<file path="config.mk">
export PLATFORM = sky130hd
export DESIGN_NAME = avgp_front
export DESIGN_NICKNAME = d
export VERILOG_FILES = /design/src/rtl/avgp_pkg.sv /design/src/rtl/avgp_front.sv
export SDC_FILE = /design/constraint.sdc
export NUM_CORES = 1
export LEC_CHECK = 0
export ABC_AREA = 0
export BUFFER_PORTS_ARGS = -buffer_cell sky130_fd_sc_hd__buf_2
export CAP_MARGIN = 20
export CORE_ASPECT_RATIO = 1.75
export CORE_MARGIN = 2
export CORE_UTILIZATION = 55
export CTS_BUF_LIST = sky130_fd_sc_hd__clkbuf_8
export CTS_CLUSTER_DIAMETER = 30
export CTS_CLUSTER_SIZE = 25
export DETAILED_ROUTE_END_ITERATION = 10
export GPL_TIMING_DRIVEN = 0
export PLACE_DENSITY = 0.74
export SLEW_MARGIN = 10
export SYNTH_ARGS = -nofsm -noshare
export SYNTH_HDL_FRONTEND = slang
export SYNTH_SLANG_ARGS = --single-unit
</file>
<file path="constraint.sdc">
create_clock -name clk_i -period 4 [get_ports clk_i]
set_input_delay 0.6 -clock clk_i [delete_from_list [all_inputs] [get_ports clk_i]]
set_output_delay 0.6 -clock clk_i [all_outputs]
set_load 0.02 [all_outputs]
</file>
<file path="src/rtl/avgp_pkg.sv">
// Shared constants, register indexes and types for the average pooling block.
package avgp_pkg;

  // Default sizing
  localparam int MAX_WIDTH   = 1024;
  localparam int MAX_WINDOW  = 8;
  localparam int SAMPLE_BITS = 16;

  // Configuration port
  localparam int CFG_IDX_W     = 2;
  localparam int CFG_DATA_W    = 11;
  localparam int WINDOW_SIZE_W = 4;
  localparam int PLANE_DIM_W   = 11;

  localparam logic [CFG_IDX_W-1:0] CFG_WINDOW_SIZE  = 2'd0;
  localparam logic [CFG_IDX_W-1:0] CFG_PLANE_WIDTH  = 2'd1;
  localparam logic [CFG_IDX_W-1:0] CFG_PLANE_HEIGHT = 2'd2;

  localparam logic [WINDOW_SIZE_W-1:0] WINDOW_SIZE_RST  = 4'd2;
  localparam logic [PLANE_DIM_W-1:0]   PLANE_WIDTH_RST  = 11'd1024;
  localparam logic [PLANE_DIM_W-1:0]   PLANE_HEIGHT_RST = 11'd1024;

  // Entries of the queue between front and back
  localparam int QUEUE_DEPTH = 4;

  // Window position of one in-region sample
  typedef struct packed {
    logic col_first;  // first column of its window
    logic col_last;   // last column of its window
    logic row_first;  // first row of its window
    logic row_last;   // last row of its window
    logic last_col;   // window is the last one of its output row
    logic last_row;   // window lies in the last output row
  } pos_flags_t;

endpackage

</file>
<file path="src/rtl/avgp_front.sv">
// Front end: config registers, raster position counters and window classification.
module avgp_front #(
  parameter int MaxWidth   = avgp_pkg::MAX_WIDTH,
  parameter int MaxWindow  = avgp_pkg::MAX_WINDOW,
  parameter int SampleBits = avgp_pkg::SAMPLE_BITS,
  localparam int IdxW      = $clog2(MaxWidth),
  localparam int KW        = $clog2(MaxWindow + 1)
) (
  input  logic                              clk_i,
  input  logic                              rst_ni,
  input  logic                              cfg_we_i,
  input  logic [avgp_pkg::CFG_IDX_W-1:0]    cfg_idx_i,
  input  logic [avgp_pkg::CFG_DATA_W-1:0]   cfg_data_i,
  input  logic                              in_valid_i,
  output logic                              in_ready_o,
  input  logic [SampleBits-1:0]             in_sample_i,
  input  logic                              queue_full_i,
  output logic                              push_o,
  output logic [SampleBits-1:0]             push_sample_o,
  output logic [IdxW-1:0]                   push_wc_o,
  output avgp_pkg::pos_flags_t              push_flags_o,
  output logic [KW-1:0]                     win_k_o
);

  localparam int PosW  = $clog2(MaxWidth);
  localparam int OffW  = (MaxWindow > 1) ? $clog2(MaxWindow) : 1;
  localparam int DimW  = $clog2(MaxWidth + 1);
  localparam int SumW  = DimW + 2;
  localparam int KExtW = (KW > avgp_pkg::WINDOW_SIZE_W) ? KW : avgp_pkg::WINDOW_SIZE_W;
  localparam int DExtW = (DimW > avgp_pkg::PLANE_DIM_W) ? DimW : avgp_pkg::PLANE_DIM_W;

  logic [avgp_pkg::WINDOW_SIZE_W-1:0] win_size_q;
  logic [avgp_pkg::PLANE_DIM_W-1:0]   plane_w_q, plane_h_q;

  logic [KW-1:0]   k_eff;
  logic [DimW-1:0] w_eff, h_eff;

  logic [PosW-1:0] col_pos_q, col_pos_d, row_pos_q, row_pos_d;
  logic [PosW-1:0] col_start_q, col_start_d, row_start_q, row_start_d;
  logic [OffW-1:0] col_off_q, col_off_d, row_off_q, row_off_d;
  logic [IdxW-1:0] wc_q, wc_d;

  logic accept, restart, in_region, row_done, plane_done, col_wrap, row_wrap;
  avgp_pkg::pos_flags_t flags;

  // Register clamping: zero reads as one, oversize saturates
  always_comb begin
    if (win_size_q == '0) begin
      k_eff = KW'(1);
    end else if (KExtW'(win_size_q) > KExtW'(MaxWindow)) begin
      k_eff = KW'(MaxWindow);
    end else begin
      k_eff = KW'(win_size_q);
    end
    if (plane_w_q == '0) begin
      w_eff = DimW'(1);
    end else if (DExtW'(plane_w_q) > DExtW'(MaxWidth)) begin
      w_eff = DimW'(MaxWidth);
    end else begin
      w_eff = DimW'(plane_w_q);
    end
    if (plane_h_q == '0) begin
      h_eff = DimW'(1);
    end else if (DExtW'(plane_h_q) > DExtW'(MaxWidth)) begin
      h_eff = DimW'(MaxWidth);
    end else begin
      h_eff = DimW'(plane_h_q);
    end
  end

  always_ff @(posedge clk_i or negedge rst_ni) begin
    if (!rst_ni) begin
      win_size_q <= avgp_pkg::WINDOW_SIZE_RST;
      plane_w_q  <= avgp_pkg::PLANE_WIDTH_RST;
      plane_h_q  <= avgp_pkg::PLANE_HEIGHT_RST;
    end else if (cfg_we_i) begin
      unique case (cfg_idx_i)
        avgp_pkg::CFG_WINDOW_SIZE:  win_size_q <= cfg_data_i[avgp_pkg::WINDOW_SIZE_W-1:0];
        avgp_pkg::CFG_PLANE_WIDTH:  plane_w_q  <= cfg_data_i[avgp_pkg::PLANE_DIM_W-1:0];
        avgp_pkg::CFG_PLANE_HEIGHT: plane_h_q  <= cfg_data_i[avgp_pkg::PLANE_DIM_W-1:0];
        default: ;
      endcase
    end
  end

  assign restart = cfg_we_i && (cfg_idx_i == avgp_pkg::CFG_WINDOW_SIZE ||
                                cfg_idx_i == avgp_pkg::CFG_PLANE_WIDTH ||
                                cfg_idx_i == avgp_pkg::CFG_PLANE_HEIGHT);

  assign in_ready_o = !queue_full_i;
  assign accept     = in_valid_i && in_ready_o;

  // Classification of the current sample
  assign col_wrap   = (KW'(col_off_q) == k_eff - KW'(1));
  assign row_wrap   = (KW'(row_off_q) == k_eff - KW'(1));
  assign row_done   = (DimW'(col_pos_q) == w_eff - DimW'(1));
  assign plane_done = (DimW'(row_pos_q) == h_eff - DimW'(1));

  assign in_region = (SumW'(col_start_q) + SumW'(k_eff) <= SumW'(w_eff)) &&
                     (SumW'(row_start_q) + SumW'(k_eff) <= SumW'(h_eff));

  always_comb begin
    flags.col_first = (col_off_q == '0);
    flags.col_last  = col_wrap;
    flags.row_first = (row_off_q == '0);
    flags.row_last  = row_wrap;
    flags.last_col  = SumW'(col_start_q) + SumW'(k_eff) + SumW'(k_eff) > SumW'(w_eff);
    flags.last_row  = SumW'(row_start_q) + SumW'(k_eff) + SumW'(k_eff) > SumW'(h_eff);
  end

  // Position update
  always_comb begin
    col_pos_d   = col_pos_q;
    col_off_d   = col_off_q;
    col_start_d = col_start_q;
    wc_d        = wc_q;
    row_pos_d   = row_pos_q;
    row_off_d   = row_off_q;
    row_start_d = row_start_q;
    if (accept) begin
      if (row_done) begin
        col_pos_d   = '0;
        col_off_d   = '0;
        col_start_d = '0;
        wc_d        = '0;
        if (plane_done) begin
          row_pos_d   = '0;
          row_off_d   = '0;
          row_start_d = '0;
        end else begin
          row_pos_d = row_pos_q + PosW'(1);
          if (row_wrap) begin
            row_off_d   = '0;
            row_start_d = row_pos_q + PosW'(1);
          end else begin
            row_off_d = row_off_q + OffW'(1);
          end
        end
      end else begin
        col_pos_d = col_pos_q + PosW'(1);
        if (col_wrap) begin
          col_off_d   = '0;
          col_start_d = col_pos_q + PosW'(1);
          wc_d        = wc_q + IdxW'(1);
        end else begin
          col_off_d = col_off_q + OffW'(1);
        end
      end
    end
  end

  always_ff @(posedge clk_i or negedge rst_ni) begin
    if (!rst_ni) begin
      col_pos_q   <= '0;
      col_off_q   <= '0;
      col_start_q <= '0;
      wc_q        <= '0;
      row_pos_q   <= '0;
      row_off_q   <= '0;
      row_start_q <= '0;
    end else if (restart) begin
      col_pos_q   <= '0;
      col_off_q   <= '0;
      col_start_q <= '0;
      wc_q        <= '0;
      row_pos_q   <= '0;
      row_off_q   <= '0;
      row_start_q <= '0;
    end else begin
      col_pos_q   <= col_pos_d;
      col_off_q   <= col_off_d;
      col_start_q <= col_start_d;
      wc_q        <= wc_d;
      row_pos_q   <= row_pos_d;
      row_off_q   <= row_off_d;
      row_start_q <= row_start_d;
    end
  end

  // Out-of-region samples are consumed here and never queued
  assign push_o        = accept && in_region;
  assign push_sample_o = in_sample_i;
  assign push_wc_o     = wc_q;
  assign push_flags_o  = flags;
  assign win_k_o       = k_eff;

endmodule

</file>
==> flow_summary.json <==
{
  "final.hold.worst_slack_ps": 97.39,
  "grt_pass1_vias": 6646,
  "grt.met3_usage": 0.04550,
  "worstPathArrival_ps": 4130,
  "number_of_synthesized_register_bits": 82,
  "synth_top_area_cells": "dfrtp_1 28%, ha_1 13%, xnor2_1 5.3%",
  "grt_most_used_layer": "met2",
  "htree_num_levels": 3,
  "final_design_area_no_fill_um2": 8831,
  "reg2reg_to": "row_off_q[2]",
  "vdd_drop_max_mv": 0.2369,
  "grt_first_pass_wirelength_um": 32140,
  "post_drt_via_cell_ratio": 6.136,
  "drt_pre_antenna_iters": 5,
  "finish.net_count": 989,
  "rsz0062_at_grt": "yes",
  "timing.max_cap.violations": 0,
  "endpoint": "push_flags_o[1]",
  "place.detailed.instances": 987,
  "edff_count_synth": 0,
  "clk_pin_slew_ps": 90,
  "maximum_number_of_pins_on_one_net_before_global_route_repair": 66,
  "synth.net_count": 871,
  "io_buffers": 55,
  "netlist_area_pre_place_um2": 6939,
  "power.leakage_nw": 3.919,
  "synth.distinct_cells": 69,
  "setup.worst_path.start": "win_size_q[1]",
  "dieArea_um2": 13570,
  "violated_checks": "setup timing",
  "vias_after_detailed_routing": 6473,
  "final_core_utilization": 0.7142,
  "cp_max_stage_cell": "dfstp_2",
  "timing_hold_violations_final": 0,
  "number_of_top_level_pins": 72,
  "synth_area_leader_cell": "dfrtp_1",
  "max_freq_ghz": 0.2113,
  "worst-path-max-fanout": 6,
  "number_of_remaining_drc_errors": 0,
  "globalRouteOverflowTotal": 0,
  "clock_path_buffers": 2,
  "floorplan.initialDensity": 0.5612,
  "syn_inst": 763,
  "tritoncts": "done",
  "period_minus_slack_ps": 4732,
  "detailed_place_hpwl_um": 14630,
  "routed_wire_per_std_cell_um": 19.64,
  "synth_top_cell_area_share": 0.2849,
  "reg2reg_from": "plane_w_q[0]",
  "postPlaceCellArea_um2": 7556,
  "slew-limit-headroom": 0.4421,
  "r2r_slack_ps": -70,
  "timing.setup.tns_ps": -2370,
  "track_usage": 0.3053,
  "total_power_mw": 4.222,
  "final_antenna_net_count": 0,
  "ff2ff_path_depth": 15,
  "syn_area_per_cell_um2": 9.095,
  "timing.final.crit_share": 1.183,
  "met1_usage": 0.3175,
  "crit_path_max_incr_delay_ps": 560,
  "run_status": "finished, violations left",
  "gp_routability_congestion": 0.9670,
  "critical_path_class": "flip-flop to output pin",
  "std_cell_rows": 54,
  "fp.dieH_um": 152.6,
  "finClkSkew_ps": 14.38,
  "cell_by_cell_trace_of_the_critical_path": "o21ba_4 -> nor2_4 -> buf_12 -> ha_4 -> fa_2 -> fa_2 -> a21o_1 -> a21oi_2 -> nor3b_1 -> a31o_2 -> ha_1 -> nand4_1 -> o32ai_2 -> a21oi_2 -> buf_6",
  "proportion_of_synthesized_flip_flops_having_asynchronous_set_or_reset": 1.000,
  "post_route_cells_drive_above_1_share": 0.3296,
  "drt_first_iter_violations": 371,
  "worst_skew_pair.late_latency_ps": 370,
  "layout_setup_ws_ps": -731.8,
  "clock_sink_count": 82,
  "cts_buffers": 9,
  "met2_usage": 0.5366,
  "critical_path.startpoint_type": "flip-flop",
  "most_repeated_cell_in_the_gate_level_netlist_after_synthesis": "dfrtp_1",
  "synthTopCellsByCount": "79 x dfrtp_1, 70 x ha_1, 59 x nand2_1",
  "routed_wl_um": 20720,
  "yosys_warns": 0,
  "dieWidth_um": 88.91,
  "cp-end-kind": "output pin",
  "primary_ff_master_synth": "dfrtp_1",
  "worst_slew_pin_slew_ps": 832.3,
  "setup-violations-final": 17,
  "synth.yosys.seq_area_share": 0.2962,
  "pins_over_their_slew_limit": 0,
  "area_growth_pct": 27.26,
  "layoutNonFillerInstCount": 1055,
  "holdCritPathClass": "input pin to async pin",
  "clockRootBuffer": "clkbuf_8",
  "critical_path_required_ps": 3400,
  "core_um2": 12360,
  "dp_worst_setup_slack_ps": -668.2,
  "antenna_violations_before_repair": 1,
  "pwr_density_cell_nw_per_um2": 478.1
}
-- worst max-delay path: cells and delay by family (launching register included) --
kind | cells | cell delay [ps]
buffers and inverters | 2 | 300
DFF | 1 | 560
AOI/OAI and AO/OA | 6 | 1240
adders and majority gates | 4 | 1380
and+or+nand+nor | 3 | 270
-- kinds of logic after synthesis --
family,synth area share
AND/OR/NAND/NOR,0.1886
buffers and inverters,0.05806
XOR/XNOR,0.09088
flip-flops,0.2963
multiplexers,0.04959
AO/OA/AOI/OAI,0.1789
adder cells (fa/ha/maj),0.1378
-- flip-flops by register name, indices dropped and copies added, names as in the netlist --
name,cells
win_size_q,4
col_pos_q,10
row_off_q,3
plane_w_q,11
col_start_q,10
plane_h_q,11
push_wc_o,10
row_pos_q,10
col_off_q,3
row_start_q,10
-- power breakdown --
group          leakage, nW  switching [mW]  internal [mW]
logic                 2.74            1.27           1.12
registers             1.07           0.186          0.951
clock network        0.114           0.327          0.370
-- per-layer routing --
metal / vias up / wire (um)
met4: 2 / 1633
met1: 3129 / 7175
met2: 213 / 11180
met5: - / 8
li1: 3025 / -
met3: 104 / 726
-- how the worst min path moves through the flow --
stage,from,end,slack (ps),depth (start not counted)
finish,rst_ni,row_pos_q[1],100,1
CTS,rst_ni,row_pos_q[1],100,1
global route,rst_ni,row_pos_q[1],90,1
detailed placement,col_start_q[3],col_start_q[3],470,2
global placement,col_start_q[3],col_start_q[3],470,2
floorplan,rst_ni,col_off_q[0],300,0
-- timing repair --
action,CTS,global route
cloned,1,1
setup endpoints to repair,56,55
setup buffers,33,20
hold buffers,0,0
resized for setup,73,75
pin swaps,34,31
-- final cells by class --
class | count | area, um2
Buffer | 47 | 299.0
Timing Repair Buffer | 109 | 769.5
Antenna cell | 1 | 2.502
Multi-Input combinational cell | 599 | 5137
Fill cell | 933 | 3533
Sequential cell | 82 | 2059
Inverter | 33 | 126.4
Tap cell | 168 | 210.2
Clock inverter | 6 | 88.84
Clock buffer | 10 | 137.6
-- cell usage in the layout, fill, tap and decap left out, drive strengths merged, types with 30 or more instances in the layout --
cell type	count
clkbuf	31
xor2	30
o21ai	53
a21oi	37
xnor2	42
buf	135
dfrtp	79
ha	70
inv	35
nand2	59
(Power assumes the default switching activity.)
