===== src/rtl/avgp_pkg.sv =====
// Shared constants, register indexes and types for the average pooling block.
package avgp_pkg;

  // Default sizing
  localparam int MAX_WIDTH   = 1024;
  localparam int MAX_WINDOW  = 8;
  localparam int SAMPLE_BITS = 16;

  // Configuration port
  localparam int CFG_IDX_W     = 2;
  localparam int CFG_DATA_W    = 11;
  localparam int WINDOW_SIZE_W = 4;
  localparam int PLANE_DIM_W   = 11;

  localparam logic [CFG_IDX_W-1:0] CFG_WINDOW_SIZE  = 2'd0;
  localparam logic [CFG_IDX_W-1:0] CFG_PLANE_WIDTH  = 2'd1;
  localparam logic [CFG_IDX_W-1:0] CFG_PLANE_HEIGHT = 2'd2;

  localparam logic [WINDOW_SIZE_W-1:0] WINDOW_SIZE_RST  = 4'd2;
  localparam logic [PLANE_DIM_W-1:0]   PLANE_WIDTH_RST  = 11'd1024;
  localparam logic [PLANE_DIM_W-1:0]   PLANE_HEIGHT_RST = 11'd1024;

  // Entries of the queue between front and back
  localparam int QUEUE_DEPTH = 4;

  // Window position of one in-region sample
  typedef struct packed {
    logic col_first;  // first column of its window
    logic col_last;   // last column of its window
    logic row_first;  // first row of its window
    logic row_last;   // last row of its window
    logic last_col;   // window is the last one of its output row
    logic last_row;   // window lies in the last output row
  } pos_flags_t;

endpackage


===== src/rtl/avgp_queue.sv =====
// Small register FIFO between front end and back end.
module avgp_queue #(
  parameter int DataW = 8,
  parameter int Depth = avgp_pkg::QUEUE_DEPTH
) (
  input  logic             clk_i,
  input  logic             rst_ni,
  input  logic             push_i,
  input  logic [DataW-1:0] push_data_i,
  output logic             full_o,
  input  logic             pop_i,
  output logic             valid_o,
  output logic [DataW-1:0] data_o
);

  localparam int PtrW = (Depth > 1) ? $clog2(Depth) : 1;
  localparam int CntW = $clog2(Depth + 1);

  logic [DataW-1:0] slot_q [Depth];
  logic [PtrW-1:0]  wr_ptr_q, rd_ptr_q;
  logic [CntW-1:0]  count_q;
  logic             do_push, do_pop;

  assign full_o  = (count_q == CntW'(Depth));
  assign valid_o = (count_q != '0);
  assign data_o  = slot_q[rd_ptr_q];
  assign do_push = push_i && !full_o;
  assign do_pop  = pop_i && valid_o;

  always_ff @(posedge clk_i) begin
    if (do_push) begin
      slot_q[wr_ptr_q] <= push_data_i;
    end
  end

  always_ff @(posedge clk_i or negedge rst_ni) begin
    if (!rst_ni) begin
      wr_ptr_q <= '0;
      rd_ptr_q <= '0;
      count_q  <= '0;
    end else begin
      if (do_push) begin
        wr_ptr_q <= (wr_ptr_q == PtrW'(Depth - 1)) ? '0 : wr_ptr_q + PtrW'(1);
      end
      if (do_pop) begin
        rd_ptr_q <= (rd_ptr_q == PtrW'(Depth - 1)) ? '0 : rd_ptr_q + PtrW'(1);
      end
      if (do_push && !do_pop) begin
        count_q <= count_q + CntW'(1);
      end else if (do_pop && !do_push) begin
        count_q <= count_q - CntW'(1);
      end
    end
  end

endmodule


===== config.mk =====
export PLATFORM = sky130hd
export DESIGN_NAME = avgp_queue
export DESIGN_NICKNAME = d
export VERILOG_FILES = /design/src/rtl/avgp_pkg.sv /design/src/rtl/avgp_queue.sv
export SDC_FILE = /design/constraint.sdc
export NUM_CORES = 1
export LEC_CHECK = 0
export BUFFER_PORTS_ARGS = -buffer_cell sky130_fd_sc_hd__buf_2
export CORE_MARGIN = 4
export CORE_UTILIZATION = 40
export DETAILED_ROUTE_END_ITERATION = 12
export GPL_ROUTABILITY_DRIVEN = 0
export PLACE_DENSITY = 0.58
export SLEW_MARGIN = 20
export SYNTH_ARGS = -nofsm -noshare
export SYNTH_HDL_FRONTEND = slang
export SYNTH_SLANG_ARGS = --single-unit

===== constraint.sdc =====
create_clock -name clk_i -period 2 [get_ports clk_i]
set_input_delay 0 -clock clk_i [delete_from_list [all_inputs] [get_ports clk_i]]
set_output_delay 0 -clock clk_i [all_outputs]
set_load 0.005 [all_outputs]

==> results of run 1 <==
worst paths after layout:
path                                   from     endpoint  slack (ns)  cells after the start
worst max-delay path             count_q[0]   count_q[2]         0.1                      8
worst min-delay path                 rst_ni   count_q[1]        0.08                      2
max in group asynchronous            rst_ni  wr_ptr_q[1]        1.76                      2
worst max register to register   count_q[0]   count_q[2]         0.1                      8
worst min register to register  wr_ptr_q[1]  wr_ptr_q[1]        0.59                      1
min in group clk_i                    pop_i  rd_ptr_q[0]        0.10                      3
sequential cells by signal, summed over array words and instances, names as in the netlist:
| name | cells |
|---|---|
| slot_q | 32 |
| count_q | 3 |
| rd_ptr_q | 2 |
| wr_ptr_q | 2 |
critical path, cell delays in order (launching register included):
cell,delay (ns)
dfrtp_1,0.38
or3_4,0.40
nand2_4,0.10
ha_4,0.14
inv_1,0.04
fa_1,0.37
xor2_1,0.15
nor2_1,0.12
xor2_1,0.14
logic make-up after synthesis:
| group | synth area share |
|---|---|
| flip-flops | 0.696 |
| buffers and inverters | 0.0192 |
| XOR/XNOR | 0.0161 |
| multiplexers | 0.154 |
| AND/OR/NAND/NOR | 0.0560 |
| adder cells (fa/ha/maj) | 0.0583 |
final cells by class:
cell class / instances / area (sq um)
flip-flops and latches: 39 / 1140
fillers: 318 / 1780
inverters: 3 / 11.3
repair buffers: 34 / 225
well taps: 48 / 60.1
clock inverters: 3 / 38.8
multi-input cells: 34 / 477
clock buffers: 5 / 68.8
per-stage QoR:
step	instances	worst slack (ns)	area [sq um]	util
6_report	166	0.0974	2020	0.531
5_1_grt	166	0.000911	2020	0.531
4_1_cts	165	0.0411	2000	0.526
3_5_place_dp	148	0.0422	1800	0.474
3_3_place_gp	148	0.0863	1800	0.474
2_1_floorplan	79	0.00567	1630	-
what timing repair did:
action / CTS / global route
endpoints found under the hold margin: 39 / 0
resized for setup: 0 / 2
buffers inserted: 0 / 1
endpoints found under the setup margin: 0 / 1
hold buffers: 9 / 0
where the power goes:
group	total, mW	switching, mW	internal [mW]
clock	0.619	0.254	0.365
combinational	0.933	0.368	0.564
sequential	1.26	0.162	1.10
total	2.81	0.784	2.03
synthesized netlist by cell type:
library cell / number / area share
ha_1: 6 / 0.046
nor2b_2: 1 / 0.0054
mux4_2: 8 / 0.11
or3_4: 1 / 0.0069
buf_6: 1 / 0.0069
dfrtp_1: 7 / 0.11
edfxtp_1: 32 / 0.59
xnor2_1: 1 / 0.0054
buf_2: 1 / 0.0031
mux2_4: 4 / 0.037
and2_2: 4 / 0.018
xor2_1: 2 / 0.011
mux2_2: 1 / 0.0069
nor2_1: 3 / 0.0069
fa_1: 1 / 0.012
clkbuf_1: 1 / 0.0023
nand2_4: 1 / 0.0069
nor3b_4: 1 / 0.012
inv_1: 3 / 0.0069
placed cells by master, fill, tap and decap left out, drive strengths merged:
master and instances:
dlygate4sd3 9, clkinv 2, bufinv 1, ha 6, and2 4, buf 25, clkbuf 5, fa 1
inv 3, xor2 2, mux2 5, xnor2 1, nor2 3, nor3b 1, mux4 8, edfxtp 32
dfrtp 7, or3 1, nand2 1, nor2b 1
metal layers:
layer / wire [um] / GRT usage / vias to the layer above
li1: - / - / 374
met1: 991 / 0.111 / 393
met2: 1340 / 0.190 / 15
met3: 120 / 0.0449 / 5
met4: 48 / 0.0626 / 0
met5: 0 / 0 / -
==> flow_metrics.py, run 1 <==
metrics = {
    "critical_path": {
        "worstSetupEndpointType": "flip-flop",
        "worstPathMaxFanout": 3,
        "required_ns": 2.21,
        "cp.arrival_ns": 2.12,
        "startpoint_type": "flip-flop",
        "crit_type": "reg -> reg",
    },
    "floorplanning": {
        "chipWidth_um": 71.9,
        "initial_core_util": 0.430,
        "ios": 22,
        "coreArea_sq_um": 3800,
        "die_y_um": 71.9,
        "num_rows": 22,
        "dieArea_sq_um": 5160,
    },
    "power_and_ir_drop": {
        "power_mw": 2.81,
        "power_leakage_nw": 0.774,
        "ir_drop_mv": 0.684,
        "power_density_nw_per_um2": 1390,
    },
    "grt": {
        "grt_max_degree": 13,
        "antenna_found_initial": 0,
        "grt_pass1_vias": 865,
        "gr-usage-all-layers": 0.110,
        "grt_first_pass_wirelength_mm": 4.04,
        "overflow": 0,
    },
    "detailed_routing": {
        "routed_wl_mm": 2.50,
        "drtIter0Drc": 29,
        "firstDrtPassIters": 4,
        "vias": 787,
        "postRouteAntennaNets": 0,
        "viasPerCell": 4.74,
        "route.detailed.drc": 0,
        "wl_per_cell_um": 15.1,
    },
    "worst_hold_path": {
        "min_path_type": "in -> async",
    },
    "synth": {
        "syn-num-nets": 98,
        "syn_area_sq_um": 1630,
        "synth_seq_cells": 39,
        "ys_seq_area_frac": 0.696,
        "synthDistinctLibCells": 19,
        "syn_area_per_cell_sq_um": 20.7,
        "synth.yosys.warnings": 0,
        "syn_inst": 79,
    },
    "layout": {
        "drive_gt1_frac": 0.458,
        "syn2layout_area_growth_pct": 23.6,
        "layout.nets": 136,
        "num_antenna_cells": 0,
    },
    "placed_design": {
        "hpwl_mm": 1.74,
        "portBuffers": 21,
    },
    "timing": {
        "relSlewSlack": 0.610,
        "skew_ns": 0.00253,
        "finalSetupTns_ns": 0,
        "hold_viol_final": 0,
        "worst_pin_slew_ns": 0.585,
        "finalMaxSlewViolations": 0,
        "finalSetupViolCount": 0,
        "timing.hold.ws_ns": 0.0762,
        "rsz0062_at_grt": "no",
        "clock.fmax_mhz": 526,
        "finalCriticalPeriod_ns": 1.90,
        "post-route-period-util": 0.951,
    },
    "clocking": {
        "clock_latency_ns": 0.29,
        "cts_root_buffer": "clkbuf_8",
        "clockBufferDepth": 2,
        "cts_buffers": 5,
        "htreeDepth": 2,
        "cts_tree": "built",
        "path_clk_slew_ns": 0.07,
        "cts.sinks": 39,
    },
    "outcome": {
        "outcome": "completed",
    },
    "run": {
        "maxCapViolations": 0,
    },
}
Note: power is estimated with default switching activity, not from simulation.
==> inputs of run 2 (changes only) <==
--- a/config.mk
+++ b/config.mk
@@ -6,11 +6,13 @@
 export NUM_CORES = 1
 export LEC_CHECK = 0
 export BUFFER_PORTS_ARGS = -buffer_cell sky130_fd_sc_hd__buf_2
+export CORE_ASPECT_RATIO = 0.6
 export CORE_MARGIN = 4
 export CORE_UTILIZATION = 40
 export DETAILED_ROUTE_END_ITERATION = 12
 export GPL_ROUTABILITY_DRIVEN = 0
 export PLACE_DENSITY = 0.58
+export SKIP_CTS_REPAIR_TIMING = 1
 export SLEW_MARGIN = 20
 export SYNTH_ARGS = -nofsm -noshare
 export SYNTH_HDL_FRONTEND = slang
==> run 2 against run 1 <==
  * Wire length is 6.5% higher
  * Register-to-register slack hardly changed
  * Sequential cell count stayed put
  * Die area is 0.65% higher
  * Sequential power hardly changed
  * Non-clock buffer count is 3 higher
  * Clock-buffer cell count is 1 higher
  * Cell count is 1.2% higher
  * Worst hold slack worse by 0.016 ns
  * Combinational power is 3.4% higher
  * Via count is 0.64% higher
  * Critical path depth stayed put
==> flow_metrics.py, run 2 (same netlist as run 1, synthesis figures left out) <==
metrics = {
    "run": {
        "maxCapViolations": 0,
    },
    "timing": {
        "worst_pin_slew_ns": 0.629,
        "hold_viol_final": 0,
        "timing.hold.ws_ns": 0.0603,
        "finalMaxSlewViolations": 0,
        "finalSetupTns_ns": 0,
        "finalCriticalPeriod_ns": 1.89,
        "skew_ns": 0.00445,
        "relSlewSlack": 0.581,
        "finalSetupViolCount": 0,
        "clock.fmax_mhz": 528,
        "post-route-period-util": 0.947,
    },
    "power_and_ir_drop": {
        "power_leakage_nw": 0.773,
        "ir_drop_mv": 0.542,
        "power_density_nw_per_um2": 1360,
        "power_mw": 2.74,
    },
    "floorplanning": {
        "initial_core_util": 0.431,
        "ios": 22,
        "chipWidth_um": 90.5,
        "die_y_um": 57.5,
        "num_rows": 17,
        "coreArea_sq_um": 3790,
        "dieArea_sq_um": 5200,
    },
    "detailed_routing": {
        "drtIter0Drc": 52,
        "route.detailed.drc": 0,
        "routed_wl_mm": 2.66,
        "wl_per_cell_um": 15.8,
        "postRouteAntennaNets": 0,
        "vias": 792,
        "viasPerCell": 4.71,
        "firstDrtPassIters": 3,
    },
    "critical_path": {
        "cp.arrival_ns": 2.11,
        "crit_start": "count_q[1]",
        "rr_endpoint": "count_q[2]",
        "r2r_slack_ns": 0.11,
        "critPathCapture": "count_q[2]",
        "startpoint_type": "flip-flop",
        "reg2reg_from": "count_q[1]",
        "crit_type": "reg -> reg",
        "worstPathMaxFanout": 2,
        "required_ns": 2.22,
        "worstSetupEndpointType": "flip-flop",
        "r2r_cells": 8,
    },
    "layout": {
        "design_area_sq_um": 2020,
        "top_regs": "slot_q: 32 flops, count_q: 3 flops",
        "num_antenna_cells": 0,
        "final_cell_mix": "edfxtp_1 (32), buf_2 (21), dlygate4sd3_1 (9)",
        "syn2layout_area_growth_pct": 23.7,
        "regMostFlops": "slot_q",
        "layout.nets": 139,
        "finalNonFillerCells": 168,
        "drive_gt1_frac": 0.488,
        "final_common_cell": "edfxtp_1",
        "largest_register_ffs": 32,
    },
    "clocking": {
        "clockBufferDepth": 2,
        "path_clk_slew_ns": 0.07,
        "cts_tree": "built",
        "cts.sinks": 39,
        "clock_latency_ns": 0.29,
        "htreeDepth": 2,
        "cts_buffers": 5,
        "cts_root_buffer": "clkbuf_8",
    },
    "placed_design": {
        "placed_cell_area_sq_um": 1800,
        "hpwl_mm": 1.83,
        "portBuffers": 21,
        "placed_cells": 147,
    },
    "grt": {
        "gr-usage-all-layers": 0.115,
        "grt_max_degree": 13,
        "grt_first_pass_wirelength_mm": 4.24,
        "overflow": 0,
        "antenna_found_initial": 0,
        "grt_pass1_vias": 789,
    },
    "worst_hold_path": {
        "min_path_type": "in -> async",
    },
    "outcome": {
        "outcome": "completed",
    },
}
## run 2: changes by cell type in the layout (fill, tap and decap cells not counted), sizes merged
cell,previous run,this run
buf,25,28
bufinv,1,0
clkbuf,5,6
clkinv,2,1
clkinvlp,0,1
## run 2: worst max-delay path, stage by stage, from the launching register on
cell,delay [ns]
dfrtp_1,0.39
or3_4,0.41
nand2_4,0.08
ha_4,0.13
inv_2,0.03
fa_2,0.32
xor2_1,0.14
nor2_1,0.13
xor2_1,0.16
## run 2: worst min-delay path by stage
stage | slack (ns) | startpoint | to
floorplan | -0.30 | rst_ni | count_q[0]
global placement | -0.15 | rst_ni | wr_ptr_q[0]
detailed placement | -0.16 | rst_ni | wr_ptr_q[0]
CTS | -0.48 | rst_ni | count_q[1]
global route | 0.09 | rst_ni | count_q[1]
finish | 0.06 | rst_ni | count_q[1]
## run 2: cell type report
cell class	count	area, sq um
multi-input cells	34	479
flip-flops and latches	39	1140
repair buffers	37	248
inverters	3	11.3
clock buffers	6	72.6
clock inverters	2	12.5
fillers	319	1770
well taps	47	58.8
## run 2: stage by stage
step,utilization,setup slack (ns)
after floorplan,-,0.00567
after global placement,0.475,0.0806
after detailed placement,0.475,-0.0108
after CTS,0.497,-0.0359
after global routing,0.533,-0.000871
final,0.533,0.105
## run 2: where the power goes
| group | internal, mW | switching [mW] |
|---|---|---|
| sequential | 1.10 | 0.169 |
| combinational | 0.582 | 0.384 |
| clock | 0.243 | 0.266 |
## run 2: metal layers
layer,track usage,vias to the layer above,part of all wire
li1,-,379,-
met4,0.0654,0,0.021
met3,0.0474,8,0.045
met5,0,-,0
met1,0.147,387,0.47
met2,0.168,18,0.47
==> inputs of run 3 (changes only) <==
--- a/config.mk
+++ b/config.mk
@@ -6,7 +6,7 @@
 export NUM_CORES = 1
 export LEC_CHECK = 0
 export BUFFER_PORTS_ARGS = -buffer_cell sky130_fd_sc_hd__buf_2
-export CORE_ASPECT_RATIO = 0.6
+export CORE_ASPECT_RATIO = 1.25
 export CORE_MARGIN = 4
 export CORE_UTILIZATION = 40
 export DETAILED_ROUTE_END_ITERATION = 12
==> run 3 against run 2 <==
  * Combinational power is 2.3% lower
  * Utilization is 1.2 points lower
  * Fmax is 0.29% lower
  * Sequential cell count unchanged
  * Worst hold slack improved by 0.018 ns
  * Cell area decreased by 0.74%
  * Register-to-register slack barely moved
  * Wire length down 1.7%
  * Critical path type unchanged
==> flow_metrics.py, run 3 (same netlist as run 1, synthesis figures left out) <==
metrics = {
    "clocking": {
        "cts_root_buffer": "clkbuf_8",
        "clockBufferDepth": 2,
        "cts_buffers": 5,
        "cts.sinks": 39,
        "path_clk_slew_ns": 0.07,
        "clock_latency_ns": 0.28,
        "htreeDepth": 2,
        "cts_tree": "built",
    },
    "placed_design": {
        "hpwl_mm": 1.82,
        "placed_cell_area_sq_um": 1810,
        "placed_cells": 154,
        "portBuffers": 21,
    },
    "timing": {
        "finalSetupTns_ns": 0,
        "post-route-period-util": 0.950,
        "skew_ns": 0.00507,
        "hold_viol_final": 0,
        "finalSetupViolCount": 0,
        "finalCriticalPeriod_ns": 1.90,
        "rsz0062_at_grt": "yes",
        "finalMaxSlewViolations": 0,
        "relSlewSlack": 0.567,
        "worst_pin_slew_ns": 0.649,
        "timing.hold.ws_ns": 0.0783,
        "clock.fmax_mhz": 526,
    },
    "power_and_ir_drop": {
        "ir_drop_mv": 0.692,
        "power_density_nw_per_um2": 1350,
        "power_leakage_nw": 0.762,
    },
    "floorplanning": {
        "die_y_um": 79.4,
        "initial_core_util": 0.424,
        "num_rows": 25,
        "ios": 22,
        "dieArea_sq_um": 5170,
        "coreArea_sq_um": 3850,
        "chipWidth_um": 65.1,
    },
    "critical_path": {
        "path_cells": "or3_4 > nand2_4 > ha_4 > inv_2 > fa_2 > xor2_1 > nor2_1 > xor2_1",
        "cp.arrival_ns": 2.11,
        "r2r_cells": 8,
        "worstSetupEndpointType": "flip-flop",
        "startpoint_type": "flip-flop",
        "crit_slowest_cell": "or3_4",
        "max_stage_delay_ns": 0.40,
        "cpMostUsedCell": "xor2_1",
        "worstPathMaxFanout": 3,
        "crit_type": "reg -> reg",
        "required_ns": 2.21,
    },
    "layout": {
        "multi_input_area_sq_um": 483,
        "final_cell_mix": "edfxtp_1 (32), buf_2 (21), dlygate4sd3_1 (9)",
        "num_antenna_cells": 0,
        "final_core_util": 0.521,
        "final_common_cell": "edfxtp_1",
        "top_regs": "slot_q: 32 flops, count_q: 3 flops",
        "n_fill_cell": 339,
        "layout.nets": 136,
        "drive_gt1_frac": 0.458,
        "regMostFlops": "slot_q",
        "register_area_sq_um": 1140,
        "finalNonFillerCells": 172,
        "syn2layout_area_growth_pct": 22.8,
        "largest_register_ffs": 32,
        "design_area_sq_um": 2000,
    },
    "grt": {
        "antenna_found_initial": 0,
        "overflow": 0,
        "gr-usage-all-layers": 0.116,
        "grt_first_pass_wirelength_mm": 4.27,
        "grt_max_degree": 12,
        "grt_pass1_vias": 881,
    },
    "detailed_routing": {
        "firstDrtPassIters": 4,
        "vias": 815,
        "route.detailed.drc": 0,
        "postRouteAntennaNets": 0,
        "drtIter0Drc": 33,
        "viasPerCell": 4.74,
        "routed_wl_mm": 2.62,
        "wl_per_cell_um": 15.2,
    },
    "worst_hold_path": {
        "min_path_type": "in -> async",
    },
    "run": {
        "maxCapViolations": 0,
    },
    "outcome": {
        "outcome": "completed",
    },
}
run 3: cell types whose count changed in the layout (fill, tap and decap cells not counted), sizes merged:
cell	previous run	this run
clkinvlp	1	0
clkinv	1	2
buf	28	25
run 3: power by group:
group | leakage [nW] | switching, mW | internal, mW | total [mW]
Combinational | 0.347 | 0.370 | 0.573 | 0.943
Sequential | 0.375 | 0.175 | 1.10 | 1.27
Clock | 0.0403 | 0.242 | 0.237 | 0.480
run 3: stage by stage:
step | setup WS [ns] | total power [mW]
after floorplan | 0.00567 | 1.88
after global routing | -0.00680 | 2.88
final | 0.0999 | 2.70
after CTS | 0.0168 | 2.69
after global placement | 0.0766 | 2.16
after detailed placement | 0.0204 | 2.21
run 3: path summary, 6_finish.rpt:
path	endpoint	slack, ns	start
worst max-delay path	count_q[2]	0.1	count_q[0]
worst min-delay path	count_q[0]	0.08	rst_ni
worst max register to register	count_q[2]	0.1	count_q[0]
worst min register to register	count_q[2]	0.51	count_q[2]
max in group asynchronous	rd_ptr_q[0]	1.76	rst_ni
min in group clk_i	rd_ptr_q[1]	0.10	pop_i
run 3: final cells by class:
type,instances,area share
timing repair buffer,34,0.112
clock inverter,2,0.00375
clock buffer,6,0.0362
inverter,3,0.00562
multi-input combinational,34,0.241
sequential,39,0.567
tap,54,0.0337
run 3: critical path: cells and delay by family, from the launching register on:
family	cells	cell delay, ns
and+or+nand+nor	3	0.63
adders and majority gates	2	0.50
DFF	1	0.38
xor gates and xnor gates	2	0.29
buffers and inverters	1	0.04
run 3: routing by layer:
metal / wire length [um] / GRT usage / up-vias
met5: 0 / 0 / -
met1: 1110 / 0.124 / 417
met4: 49 / 0.0560 / 0
met2: 1340 / 0.198 / 18
li1: - / - / 375
met3: 122 / 0.0493 / 5
